===== config.mk =====
export PLATFORM = sky130hd
export DESIGN_NAME = micro_language_lexer_flat
export DESIGN_NICKNAME = d
export VERILOG_FILES = /design/src/hw/rtl/mll_pkg.sv /design/src/hw/rtl/mll_in_if.sv /design/src/hw/rtl/mll_out_if.sv /design/src/hw/rtl/mll_core.sv /design/src/hw/rtl/mll_result_queue.sv /design/src/hw/rtl/micro_language_lexer.sv /design/src/flat_wrapper.sv
export SDC_FILE = /design/constraint.sdc
export NUM_CORES = 1
export LEC_CHECK = 0
export ABC_AREA = 1
export BUFFER_PORTS_ARGS = -buffer_cell sky130_fd_sc_hd__buf_2
export CELL_PAD_IN_SITES_DETAIL_PLACEMENT = 2
export CELL_PAD_IN_SITES_GLOBAL_PLACEMENT = 2
export CORE_MARGIN = 5
export CORE_UTILIZATION = 31
export DETAILED_ROUTE_END_ITERATION = 8
export PLACE_DENSITY = 0.8
export SLEW_MARGIN = 20
export SYNTH_ARGS = -nofsm -noshare
export SYNTH_HDL_FRONTEND = slang
export SYNTH_HIERARCHICAL = 1
export SYNTH_SLANG_ARGS = --single-unit

===== constraint.sdc =====
create_clock -name clk -period 9.4 [get_ports clk]
set_clock_uncertainty 0.05 [all_clocks]
set_input_delay 1.88 -clock clk [delete_from_list [all_inputs] [get_ports clk]]
set_output_delay 1.88 -clock clk [all_outputs]
set_load 0.005 [all_outputs]

===== src/hw/rtl/mll_pkg.sv =====
// Shared types, codes and keyword tables for the micro language lexer.
// No dependencies; the core, result queue, top level and checker import this package.
`timescale 1ns / 1ps

package mll_pkg;

  // Line counter width and the width of the reported line number.
  localparam int LINE_WIDTH = 16;
  localparam int LINE_NO_W  = 16;
  localparam int LINE_EXT_W = (LINE_WIDTH > LINE_NO_W) ? LINE_WIDTH : LINE_NO_W;

  // Identifier length counter saturates at its all-ones value.
  localparam int ID_LEN_W = 3;
  localparam int KW_COUNT = 4;

  // Result queue, a power of two deep.
  localparam int QUEUE_DEPTH = 4;
  localparam int QPTR_W      = $clog2(QUEUE_DEPTH);
  localparam int QCNT_W      = $clog2(QUEUE_DEPTH + 1);

  // Result kinds.
  localparam logic [1:0] KIND_TOKEN = 2'd0;
  localparam logic [1:0] KIND_LINE  = 2'd1;
  localparam logic [1:0] KIND_ERROR = 2'd2;

  // Token codes.
  localparam logic [3:0] TOK_BEGIN     = 4'd0;
  localparam logic [3:0] TOK_END       = 4'd1;
  localparam logic [3:0] TOK_READ      = 4'd2;
  localparam logic [3:0] TOK_WRITE     = 4'd3;
  localparam logic [3:0] TOK_IDENT     = 4'd4;
  localparam logic [3:0] TOK_INT_LIT   = 4'd5;
  localparam logic [3:0] TOK_REAL_LIT  = 4'd6;
  localparam logic [3:0] TOK_LPAREN    = 4'd7;
  localparam logic [3:0] TOK_RPAREN    = 4'd8;
  localparam logic [3:0] TOK_SEMICOLON = 4'd9;
  localparam logic [3:0] TOK_COMMA     = 4'd10;
  localparam logic [3:0] TOK_ASSIGN    = 4'd11;
  localparam logic [3:0] TOK_PLUS      = 4'd12;
  localparam logic [3:0] TOK_MINUS     = 4'd13;
  localparam logic [3:0] TOK_EOF       = 4'd14;
  localparam logic [3:0] TOK_NONE      = 4'd0;

  // One result item.
  typedef struct packed {
    logic [1:0]           kind;
    logic [3:0]           token_code;
    logic [LINE_NO_W-1:0] line_no;
    logic                 last;
  } result_t;

  // Results of one processed item handed from the core to the queue.
  typedef struct packed {
    logic    valid;
    logic    two;
    result_t first;
    result_t second;
  } push_t;

  // Length of each keyword.
  function automatic logic [ID_LEN_W-1:0] kw_len(input logic [1:0] k);
    logic [ID_LEN_W-1:0] len;
    unique case (k)
      2'd0:    len = ID_LEN_W'(5);
      2'd1:    len = ID_LEN_W'(3);
      2'd2:    len = ID_LEN_W'(4);
      default: len = ID_LEN_W'(5);
    endcase
    return len;
  endfunction

  // Character at a position of each keyword: begin, end, read, write.
  function automatic logic [7:0] kw_char(input logic [1:0] k, input logic [ID_LEN_W-1:0] idx);
    logic [7:0] c;
    unique case ({k, idx})
      {2'd0, 3'd0}: c = "b";
      {2'd0, 3'd1}: c = "e";
      {2'd0, 3'd2}: c = "g";
      {2'd0, 3'd3}: c = "i";
      {2'd0, 3'd4}: c = "n";
      {2'd1, 3'd0}: c = "e";
      {2'd1, 3'd1}: c = "n";
      {2'd1, 3'd2}: c = "d";
      {2'd2, 3'd0}: c = "r";
      {2'd2, 3'd1}: c = "e";
      {2'd2, 3'd2}: c = "a";
      {2'd2, 3'd3}: c = "d";
      {2'd3, 3'd0}: c = "w";
      {2'd3, 3'd1}: c = "r";
      {2'd3, 3'd2}: c = "i";
      {2'd3, 3'd3}: c = "t";
      {2'd3, 3'd4}: c = "e";
      default:      c = 8'h00;
    endcase
    return c;
  endfunction

endpackage


===== src/hw/rtl/mll_in_if.sv =====
// Input channel of the lexer: one source byte or an end-of-input mark per item.
// Depends on nothing.
`timescale 1ns / 1ps

interface mll_in_if;
  logic       valid;
  logic       ready;
  logic [7:0] ch;
  logic       end_of_input;

  modport source (output valid, output ch, output end_of_input, input ready);
  modport sink (input valid, input ch, input end_of_input, output ready);
endinterface


===== src/hw/rtl/mll_out_if.sv =====
// Output channel of the lexer: one token, line-end or error result per item.
// Depends on nothing.
`timescale 1ns / 1ps

interface mll_out_if;
  logic        valid;
  logic        ready;
  logic [1:0]  kind;
  logic [3:0]  token_code;
  logic [15:0] line_no;
  logic        last;

  modport source (output valid, output kind, output token_code, output line_no, output last,
                  input ready);
  modport sink (input valid, input kind, input token_code, input line_no, input last,
                output ready);
endinterface


===== src/hw/rtl/mll_core.sv =====
// Scanner core: input register, mode machine, keyword match and line counter.
// Depends on mll_pkg and mll_in_if; hands up to two results per item to the queue.
`timescale 1ns / 1ps

module mll_core
  import mll_pkg::*;
(
  input  logic        clk,
  input  logic        rst,
  mll_in_if.sink      chars,
  input  logic        room,
  output push_t       push
);

  typedef enum logic [3:0] {
    M_IDLE, M_IDENT, M_INT, M_LEADDOT, M_FRAC, M_EXP_E,
    M_EXP_SIGN, M_EXP_DIG, M_COLON, M_MINUS, M_COMMENT
  } mode_t;

  localparam logic [7:0] CH_NEWLINE    = 8'h0A;
  localparam logic [7:0] CH_UNDERSCORE = "_";
  localparam logic [7:0] CH_DOT        = ".";
  localparam logic [7:0] CH_LOWER_E    = "e";
  localparam logic [7:0] CH_UPPER_E    = "E";
  localparam logic [7:0] CH_EQUAL      = "=";
  localparam logic [7:0] CH_MINUS      = "-";
  localparam logic [7:0] CH_PLUS       = "+";
  localparam logic [7:0] CH_COLON      = ":";
  localparam logic [7:0] CH_LPAREN     = "(";
  localparam logic [7:0] CH_RPAREN     = ")";
  localparam logic [7:0] CH_SEMICOLON  = ";";
  localparam logic [7:0] CH_COMMA      = ",";

  // Input register.
  logic       held;
  logic [7:0] ch_q;
  logic       eoi_q;

  // Scanner state.
  mode_t                 mode, mode_next;
  logic [KW_COUNT-1:0]   kw, kw_next;
  logic [ID_LEN_W-1:0]   len, len_next;
  logic [LINE_WIDTH-1:0] line, line_next;

  logic take;

  logic       e0, e1, go_idle;
  logic [1:0] e0_kind, e1_kind;
  logic [3:0] e0_code, e1_code;
  logic [LINE_EXT_W-1:0] line_ext, line_next_ext;
  result_t r0, r1;

  function automatic logic is_digit(input logic [7:0] c);
    return (c >= "0") && (c <= "9");
  endfunction

  function automatic logic is_alpha(input logic [7:0] c);
    return ((c >= "a") && (c <= "z")) || ((c >= "A") && (c <= "Z"));
  endfunction

  function automatic logic is_space(input logic [7:0] c);
    return (c == " ") || ((c >= 8'd9) && (c <= 8'd13));
  endfunction

  // Drop every keyword that the new character rules out.
  function automatic logic [KW_COUNT-1:0] kw_after(input logic [KW_COUNT-1:0] m,
                                                   input logic [ID_LEN_W-1:0] n,
                                                   input logic [7:0] c);
    logic [KW_COUNT-1:0] r;
    r = m;
    for (int k = 0; k < KW_COUNT; k++) begin
      if ((n >= kw_len(2'(k))) || (kw_char(2'(k), n) != c)) begin
        r[k] = 1'b0;
      end
    end
    return r;
  endfunction

  function automatic logic [ID_LEN_W-1:0] len_after(input logic [ID_LEN_W-1:0] n);
    return (n == '1) ? n : n + ID_LEN_W'(1);
  endfunction

  // Lowest-numbered keyword that matches in full, else an identifier.
  function automatic logic [3:0] ident_code(input logic [KW_COUNT-1:0] m,
                                            input logic [ID_LEN_W-1:0] n);
    logic [3:0] code;
    code = TOK_IDENT;
    for (int k = KW_COUNT - 1; k >= 0; k--) begin
      if (m[k] && (n == kw_len(2'(k)))) begin
        code = 4'(k);
      end
    end
    return code;
  endfunction

  function automatic logic [LINE_WIDTH-1:0] line_inc(input logic [LINE_WIDTH-1:0] v);
    return (v == '1) ? v : v + LINE_WIDTH'(1);
  endfunction

  // An item is taken from the input register once the queue has room for two results.
  assign take        = held && room;
  assign chars.ready = !held || room;

  // Next state and results of the held item.
  always_comb begin
    mode_next = mode;
    kw_next   = kw;
    len_next  = len;
    line_next = line;
    e0        = 1'b0;
    e0_kind   = KIND_TOKEN;
    e0_code   = TOK_NONE;
    e1        = 1'b0;
    e1_kind   = KIND_TOKEN;
    e1_code   = TOK_NONE;
    go_idle   = 1'b0;
    if (eoi_q) begin
      // End of input flushes the pending token, then reports eof.
      unique case (mode)
        M_IDENT: begin
          e0      = 1'b1;
          e0_code = ident_code(kw, len);
        end
        M_INT: begin
          e0      = 1'b1;
          e0_code = TOK_INT_LIT;
        end
        M_FRAC, M_EXP_DIG: begin
          e0      = 1'b1;
          e0_code = TOK_REAL_LIT;
        end
        M_LEADDOT, M_EXP_E, M_EXP_SIGN, M_COLON: begin
          e0      = 1'b1;
          e0_kind = KIND_ERROR;
        end
        M_MINUS: begin
          e0      = 1'b1;
          e0_code = TOK_MINUS;
        end
        M_COMMENT: line_next = line_inc(line);
        default: ;
      endcase
      e1        = 1'b1;
      e1_code   = TOK_EOF;
      mode_next = M_IDLE;
      kw_next   = '1;
      len_next  = '0;
    end else begin
      // Continue the current token; a byte that ends it is rescanned from idle.
      unique case (mode)
        M_IDENT: begin
          if (is_alpha(ch_q) || is_digit(ch_q) || (ch_q == CH_UNDERSCORE)) begin
            kw_next  = kw_after(kw, len, ch_q);
            len_next = len_after(len);
          end else begin
            e0      = 1'b1;
            e0_code = ident_code(kw, len);
            go_idle = 1'b1;
          end
        end
        M_INT: begin
          if (is_digit(ch_q)) begin
          end else if (ch_q == CH_DOT) begin
            mode_next = M_FRAC;
          end else if ((ch_q == CH_LOWER_E) || (ch_q == CH_UPPER_E)) begin
            mode_next = M_EXP_E;
          end else begin
            e0      = 1'b1;
            e0_code = TOK_INT_LIT;
            go_idle = 1'b1;
          end
        end
        M_LEADDOT: begin
          if (is_digit(ch_q)) begin
            mode_next = M_INT;
          end else begin
            e0      = 1'b1;
            e0_kind = KIND_ERROR;
            go_idle = 1'b1;
          end
        end
        M_FRAC: begin
          if (is_digit(ch_q)) begin
          end else if ((ch_q == CH_LOWER_E) || (ch_q == CH_UPPER_E)) begin
            mode_next = M_EXP_E;
          end else begin
            e0      = 1'b1;
            e0_code = TOK_REAL_LIT;
            go_idle = 1'b1;
          end
        end
        M_EXP_E: begin
          if ((ch_q == CH_PLUS) || (ch_q == CH_MINUS)) begin
            mode_next = M_EXP_SIGN;
          end else if (is_digit(ch_q)) begin
            mode_next = M_EXP_DIG;
          end else begin
            e0      = 1'b1;
            e0_kind = KIND_ERROR;
            go_idle = 1'b1;
          end
        end
        M_EXP_SIGN: begin
          if (is_digit(ch_q)) begin
            mode_next = M_EXP_DIG;
          end else begin
            e0      = 1'b1;
            e0_kind = KIND_ERROR;
            go_idle = 1'b1;
          end
        end
        M_EXP_DIG: begin
          if (!is_digit(ch_q)) begin
            e0      = 1'b1;
            e0_code = TOK_REAL_LIT;
            go_idle = 1'b1;
          end
        end
        M_COLON: begin
          if (ch_q == CH_EQUAL) begin
            e0        = 1'b1;
            e0_code   = TOK_ASSIGN;
            mode_next = M_IDLE;
          end else begin
            e0      = 1'b1;
            e0_kind = KIND_ERROR;
            go_idle = 1'b1;
          end
        end
        M_MINUS: begin
          if (ch_q == CH_MINUS) begin
            mode_next = M_COMMENT;
          end else begin
            e0      = 1'b1;
            e0_code = TOK_MINUS;
            go_idle = 1'b1;
          end
        end
        M_COMMENT: begin
          if (ch_q == CH_NEWLINE) begin
            line_next = line_inc(line);
            mode_next = M_IDLE;
          end
        end
        default: go_idle = 1'b1;
      endcase

      // Start of a new token from the idle mode.
      if (go_idle) begin
        mode_next = M_IDLE;
        if (is_space(ch_q)) begin
          if (ch_q == CH_NEWLINE) begin
            line_next = line_inc(line);
            e1        = 1'b1;
            e1_kind   = KIND_LINE;
          end
        end else if (is_alpha(ch_q)) begin
          mode_next = M_IDENT;
          kw_next   = kw_after('1, '0, ch_q);
          len_next  = ID_LEN_W'(1);
        end else if (is_digit(ch_q)) begin
          mode_next = M_INT;
        end else if (ch_q == CH_DOT) begin
          mode_next = M_LEADDOT;
        end else if (ch_q == CH_LPAREN) begin
          e1      = 1'b1;
          e1_code = TOK_LPAREN;
        end else if (ch_q == CH_RPAREN) begin
          e1      = 1'b1;
          e1_code = TOK_RPAREN;
        end else if (ch_q == CH_SEMICOLON) begin
          e1      = 1'b1;
          e1_code = TOK_SEMICOLON;
        end else if (ch_q == CH_COMMA) begin
          e1      = 1'b1;
          e1_code = TOK_COMMA;
        end else if (ch_q == CH_PLUS) begin
          e1      = 1'b1;
          e1_code = TOK_PLUS;
        end else if (ch_q == CH_COLON) begin
          mode_next = M_COLON;
        end else if (ch_q == CH_MINUS) begin
          mode_next = M_MINUS;
        end else begin
          e1      = 1'b1;
          e1_kind = KIND_ERROR;
        end
      end
    end
  end

  // Pack the results; the flushed token carries the old line count, the later one the new.
  always_comb begin
    line_ext      = LINE_EXT_W'(line);
    line_next_ext = LINE_EXT_W'(line_next);
    r0.kind       = e0_kind;
    r0.token_code = e0_code;
    r0.line_no    = line_ext[LINE_NO_W-1:0];
    r0.last       = !e1;
    r1.kind       = e1_kind;
    r1.token_code = e1_code;
    r1.line_no    = line_next_ext[LINE_NO_W-1:0];
    r1.last       = 1'b1;
    push.valid    = take && (e0 || e1);
    push.two      = e0 && e1;
    push.first    = e0 ? r0 : r1;
    push.second   = r1;
  end

  // Input register and scanner state.
  always_ff @(posedge clk) begin
    if (rst) begin
      held <= 1'b0;
      mode <= M_IDLE;
      kw   <= '1;
      len  <= '0;
      line <= LINE_WIDTH'(1);
    end else begin
      if (chars.valid && chars.ready) begin
        ch_q  <= chars.ch;
        eoi_q <= chars.end_of_input;
      end
      held <= (chars.valid && chars.ready) || (held && !take);
      if (take) begin
        mode <= mode_next;
        kw   <= kw_next;
        len  <= len_next;
        line <= line_next;
      end
    end
  end

endmodule


===== src/hw/rtl/mll_result_queue.sv =====
// Result queue: takes one or two results per cycle and delivers one item per cycle while tokens.ready is high.
// Depends on mll_pkg and mll_out_if.
`timescale 1ns / 1ps

module mll_result_queue
  import mll_pkg::*;
(
  input  logic        clk,
  input  logic        rst,
  input  push_t       push,
  output logic        room,
  mll_out_if.source   tokens
);

  result_t             entries [QUEUE_DEPTH];
  logic [QPTR_W-1:0]   wr_ptr;
  logic [QPTR_W-1:0]   rd_ptr;
  logic [QCNT_W-1:0]   count;
  logic                pop;
  logic [QCNT_W-1:0]   push_n;
  result_t             head;

  // Room for a two-result item, from registered state only.
  assign room   = count <= QCNT_W'(QUEUE_DEPTH - 2);
  assign pop    = tokens.valid && tokens.ready;
  assign push_n = push.valid ? (push.two ? QCNT_W'(2) : QCNT_W'(1)) : '0;

  // Head of the queue drives the channel.
  always_comb begin
    head              = entries[rd_ptr];
    tokens.valid      = count != '0;
    tokens.kind       = head.kind;
    tokens.token_code = head.token_code;
    tokens.line_no    = head.line_no;
    tokens.last       = head.last;
  end

  // Storage and pointers.
  always_ff @(posedge clk) begin
    if (push.valid) begin
      entries[wr_ptr] <= push.first;
      if (push.two) begin
        entries[wr_ptr + QPTR_W'(1)] <= push.second;
      end
    end
    if (rst) begin
      wr_ptr <= '0;
      rd_ptr <= '0;
      count  <= '0;
    end else begin
      wr_ptr <= wr_ptr + push_n[QPTR_W-1:0];
      if (pop) begin
        rd_ptr <= rd_ptr + QPTR_W'(1);
      end
      count <= count + push_n - QCNT_W'(pop);
    end
  end

endmodule


===== src/hw/rtl/micro_language_lexer.sv =====
// Top level of the micro language lexer: core and result queue.
// Depends on mll_pkg, mll_in_if, mll_out_if, mll_core and mll_result_queue.
//
// Usage:
//   chars  carries one source byte per item (ch), or an end-of-input mark
//          (end_of_input = 1, ch ignored).
//   tokens carries result items: kind (token, line end, lexical error),
//          token_code, line_no and last, which flags the final result
//          caused by an input item. An item causes zero, one or two results.
//   Each accepted item is scanned while it sits in the input register, and
//   its results are written to the result queue, whose head drives tokens.
//   One item is taken every cycle as long as the four-entry result queue
//   holds at most two results; the combinational scan logic sets this rate.
//   A sustained run of two-result items is limited by the output, which
//   delivers results one at a time.
//   When the receiver stalls, the queue fills and chars.ready drops once the
//   queue cannot take two more results; nothing is lost.
//   Synchronous reset empties the queue and input register, returns the
//   scanner to idle and sets the line count to one.
`timescale 1ns / 1ps

module micro_language_lexer
  import mll_pkg::*;
(
  input  logic      clk,
  input  logic      rst,
  mll_in_if.sink    chars,
  mll_out_if.source tokens
);

  push_t push;
  logic  room;

  mll_core u_core (
    .clk   (clk),
    .rst   (rst),
    .chars (chars),
    .room  (room),
    .push  (push)
  );

  mll_result_queue u_queue (
    .clk    (clk),
    .rst    (rst),
    .push   (push),
    .room   (room),
    .tokens (tokens)
  );

endmodule


===== src/flat_wrapper.sv =====
// flat-port wrapper written by rule: the top's interface ports become plain ports
module micro_language_lexer_flat import mll_pkg::*;
  (clk, rst, chars_valid, chars_ch, chars_end_of_input, chars_ready, tokens_valid, tokens_kind, tokens_token_code, tokens_line_no, tokens_last, tokens_ready);
  mll_in_if chars_i ();
  mll_out_if tokens_i ();
  input  logic clk;
  input  logic rst;
  input wire logic [$bits(chars_i.valid)-1:0] chars_valid;
  input wire logic [$bits(chars_i.ch)-1:0] chars_ch;
  input wire logic [$bits(chars_i.end_of_input)-1:0] chars_end_of_input;
  output wire logic [$bits(chars_i.ready)-1:0] chars_ready;
  output wire logic [$bits(tokens_i.valid)-1:0] tokens_valid;
  output wire logic [$bits(tokens_i.kind)-1:0] tokens_kind;
  output wire logic [$bits(tokens_i.token_code)-1:0] tokens_token_code;
  output wire logic [$bits(tokens_i.line_no)-1:0] tokens_line_no;
  output wire logic [$bits(tokens_i.last)-1:0] tokens_last;
  input wire logic [$bits(tokens_i.ready)-1:0] tokens_ready;
  assign chars_i.valid = chars_valid;
  assign chars_i.ch = chars_ch;
  assign chars_i.end_of_input = chars_end_of_input;
  assign chars_ready = chars_i.ready;
  assign tokens_valid = tokens_i.valid;
  assign tokens_kind = tokens_i.kind;
  assign tokens_token_code = tokens_i.token_code;
  assign tokens_line_no = tokens_i.line_no;
  assign tokens_last = tokens_i.last;
  assign tokens_i.ready = tokens_ready;
  micro_language_lexer u_core (.clk(clk), .rst(rst), .chars(chars_i), .tokens(tokens_i));
endmodule

==> qor.yml <==
outcome:
  status: "completed"
cells_and_area:
  fin_area_um2: 10300
  antenna_cells: 0
  fin_util_pct: 34.8
  syn_to_final_growth_pct: 10.8
  final_cells: 1684
  nNetsFinal: 1304
  drive_gt1_share_pct: 12.6
  fill_cells: 3517
min_path:
  worst_hold_path_type: "reg -> reg"
  hp-start: "u_core/u_core/kw[1]"
clock_network:
  post_cts_buffers: 0
  cts_tree: "yes"
  cts.sinks: 138
  cts_hold_buf: 0
  htree_levels: 4
  path_clk_slew_ns: 0.07
  cts_buffers: 17
  cts.path.max_buffers: 2
  clk_latency_ns: 0.43
  cts_root_buffer: "clkbuf_16"
  cts_resized: 0
timing:
  worst_pin_slew_ns: 1.08
  relSlewSlack_pct: 28.0
  setup_tns_ns: 0
  period_share_pct: 46.2
  slew_viol_final: 0
  setup_violations: 0
  max_freq_ghz: 0.230
  fin_crit_ns: 4.34
  rsz0062_at_grt: "no"
  hold_viol: 0
yosys:
  ys_seq_area_share_pct: 40.6
  yosys.area.top_type_share_pct: 32.6
  synthCells: 1275
  synth-seq-cells: 138
  synth_area_per_cell_um2: 7.30
  synth_edf_count: 101
  synth_top_cells_by_count: "nand2_1, nor2_1, o21ai_0"
  yosysMostFrequentCell: "nand2_1"
  syn_area_um2: 9300
  synth.area.top_cells: "edfxtp_1, nand2_1, dfxtp_1"
  yosysUniqueCellTypes: 46
  synth_top_area_cell: "edfxtp_1"
  ys_warn_count: 6
  syn-num-nets: 1298
  async_reset_ff_share_pct: 0
  synthFlopType: "edfxtp_1"
setup_path:
  path_buf_inv: 3
  worst_ep_arrival_time_ns: 2.41
  rr_startpoint: "u_core/u_core/ch_q[0]"
  crit_chain: "buf_4 -> inv_2 -> o21ai_0 -> o22ai_1 -> buf_2"
  criticalPathCategory: "reg -> out"
  cp-end-kind: "primary output"
  cp-start-kind: "flop"
  required_ns: 7.47
  crit_fanout: 47
  path_delay_family: "buffers and inverters"
  cpPeakStageDelay_ns: 0.62
  cp_slowest_cell: "inv_2"
grt:
  grt_pass1_wl_mm: 53.5
  grt_antenna_before_repair: 0
  grt_max_degree: 48
  grt_usage_pct: 19.7
  grt_pass1_vias: 9656
  gr-total-overflow: 0
drt:
  top_layer_used: "met4"
  ant_nets: 0
  drt_wl_total_mm: 33.0
  wl_met3_um: 881
  wl_met1_mm: 15.3
  drc: 0
  drt-vias-per-instance: 5.30
  routedWlPerCell_um: 19.6
  dr.pass1.iters: 5
  via_count: 8917
  wl_met2_mm: 16.4
  drt_iter0_drc: 386
place:
  routabilityCongestion: 0.857
  placed_cells: 1652
  port_buffers: 37
  placed_area_um2: 9710
  dp_hpwl_mm: 23.6
power_and_ir_drop:
  ir_worst_vdd_v: 0.000101
  p_clk_share_pct: 29.5
  leakagePower_uw: 0.00410
  seqPwrFrac_pct: 34.3
  switchingPower_uw: 993
  netSwitchingFraction_pct: 41.2
  intPower_uw: 1420
  p_comb_share_pct: 36.3
  power_density_nw_per_um2: 234
  power.total_uw: 2410
flow_run:
  max_cap_viol_count: 0
floorplanning:
  dieWidth_um: 183
  start_util_pct: 31.4
  ioPinCount: 38
  die_y_um: 183
  rows: 63
  die_area_um2: 33600
  coreArea_um2: 29600
==> layout make-up <==
type	instances	area, µm²	area share [%]
sequential	138	3770	36.6
clock inverter	15	173	1.67
tap	390	488	4.73
multi-input combinational	940	4680	45.4
inverter	139	527	5.11
clock buffer	17	425	4.13
timing repair buffer	45	245	2.38
==> metrics by stage <==
stage,setup slack [ns],hold slack (ns)
floorplan,5.37,0.388
global placement,5.00,0.406
detailed placement,4.79,0.418
CTS,4.72,0.434
global route,4.65,0.456
finish,5.06,0.431
==> worst paths after layout <==
path / endpoint / slack, ns / cells past startpoint
min reg2reg: u_core/u_core/kw[1] / 0.43 / 2
max reg2reg: u_core/u_queue/count[2] / 5.11 / 23
min: u_core/u_core/kw[1] / 0.43 / 2
max: tokens_token_code[1] / 5.06 / 5
==> registers in the layout (all words and copies together), names as in the netlist, named ones only <==
register / flops
u_core/u_core/mode: 4
u_core/u_core/held: 1
u_core/u_queue/count: 3
u_core/u_core/line: 16
u_core/u_core/eoi_q: 1
u_core/u_core/len: 3
u_core/u_core/ch_q: 8
u_core/u_queue/wr_ptr: 2
u_core/u_queue/entries: 92
u_core/u_core/kw: 4
u_core/u_queue/rd_ptr: 2
==> power groups by stage <==
stage / combinational (µW) / clock (µW) / sequential [µW]
CTS: 882 / 722 / 826
global route: 986 / 756 / 836
finish: 874 / 709 / 826
floorplan: 609 / 0 / 814
global placement: 820 / 0 / 833
detailed placement: 871 / 0 / 838
==> worst min-delay path, cell delays in order (launching register included) <==
cell     delay (ns)
dfxtp_1        0.33
o21ai_1        0.07
nand2_1        0.05
==> kinds of logic (layout without fill, tap and decap cells) <==
kind of cell,Yosys count,after routing,share of synthesized area (%)
xor+xnor,10,10,0.941
flops,138,138,40.6
fa+ha+maj,10,10,1.43
simple gates,593,593,27.5
buf+inv,197,216,9.64
other cells,1,1,0.0403
compound gates,326,326,19.9
==> layout by cell type, fill, tap and decap left out, drive strengths merged, types with 10 or more instances in the layout <==
cell type / netlist / routed
nand2: 315 / 315
o21ai: 186 / 186
nor2: 168 / 168
inv: 136 / 146
edfxtp: 101 / 101
a21oi: 86 / 86
nand3: 63 / 63
buf: 35 / 45
dfxtp: 37 / 37
o22ai: 26 / 26
nand4: 21 / 21
o211ai: 20 / 20
nor3: 19 / 19
clkbuf: 23 / 17
xor2: 10 / 10
==> metal layers <==
layer  up-vias  global-route usage (%)
met5         -                       0
met4         0                    3.99
met3        34                    2.38
met2       111                    35.1
met1      4474                    26.0
li1       4298                       -
Power figures use the tool's default switching activity.
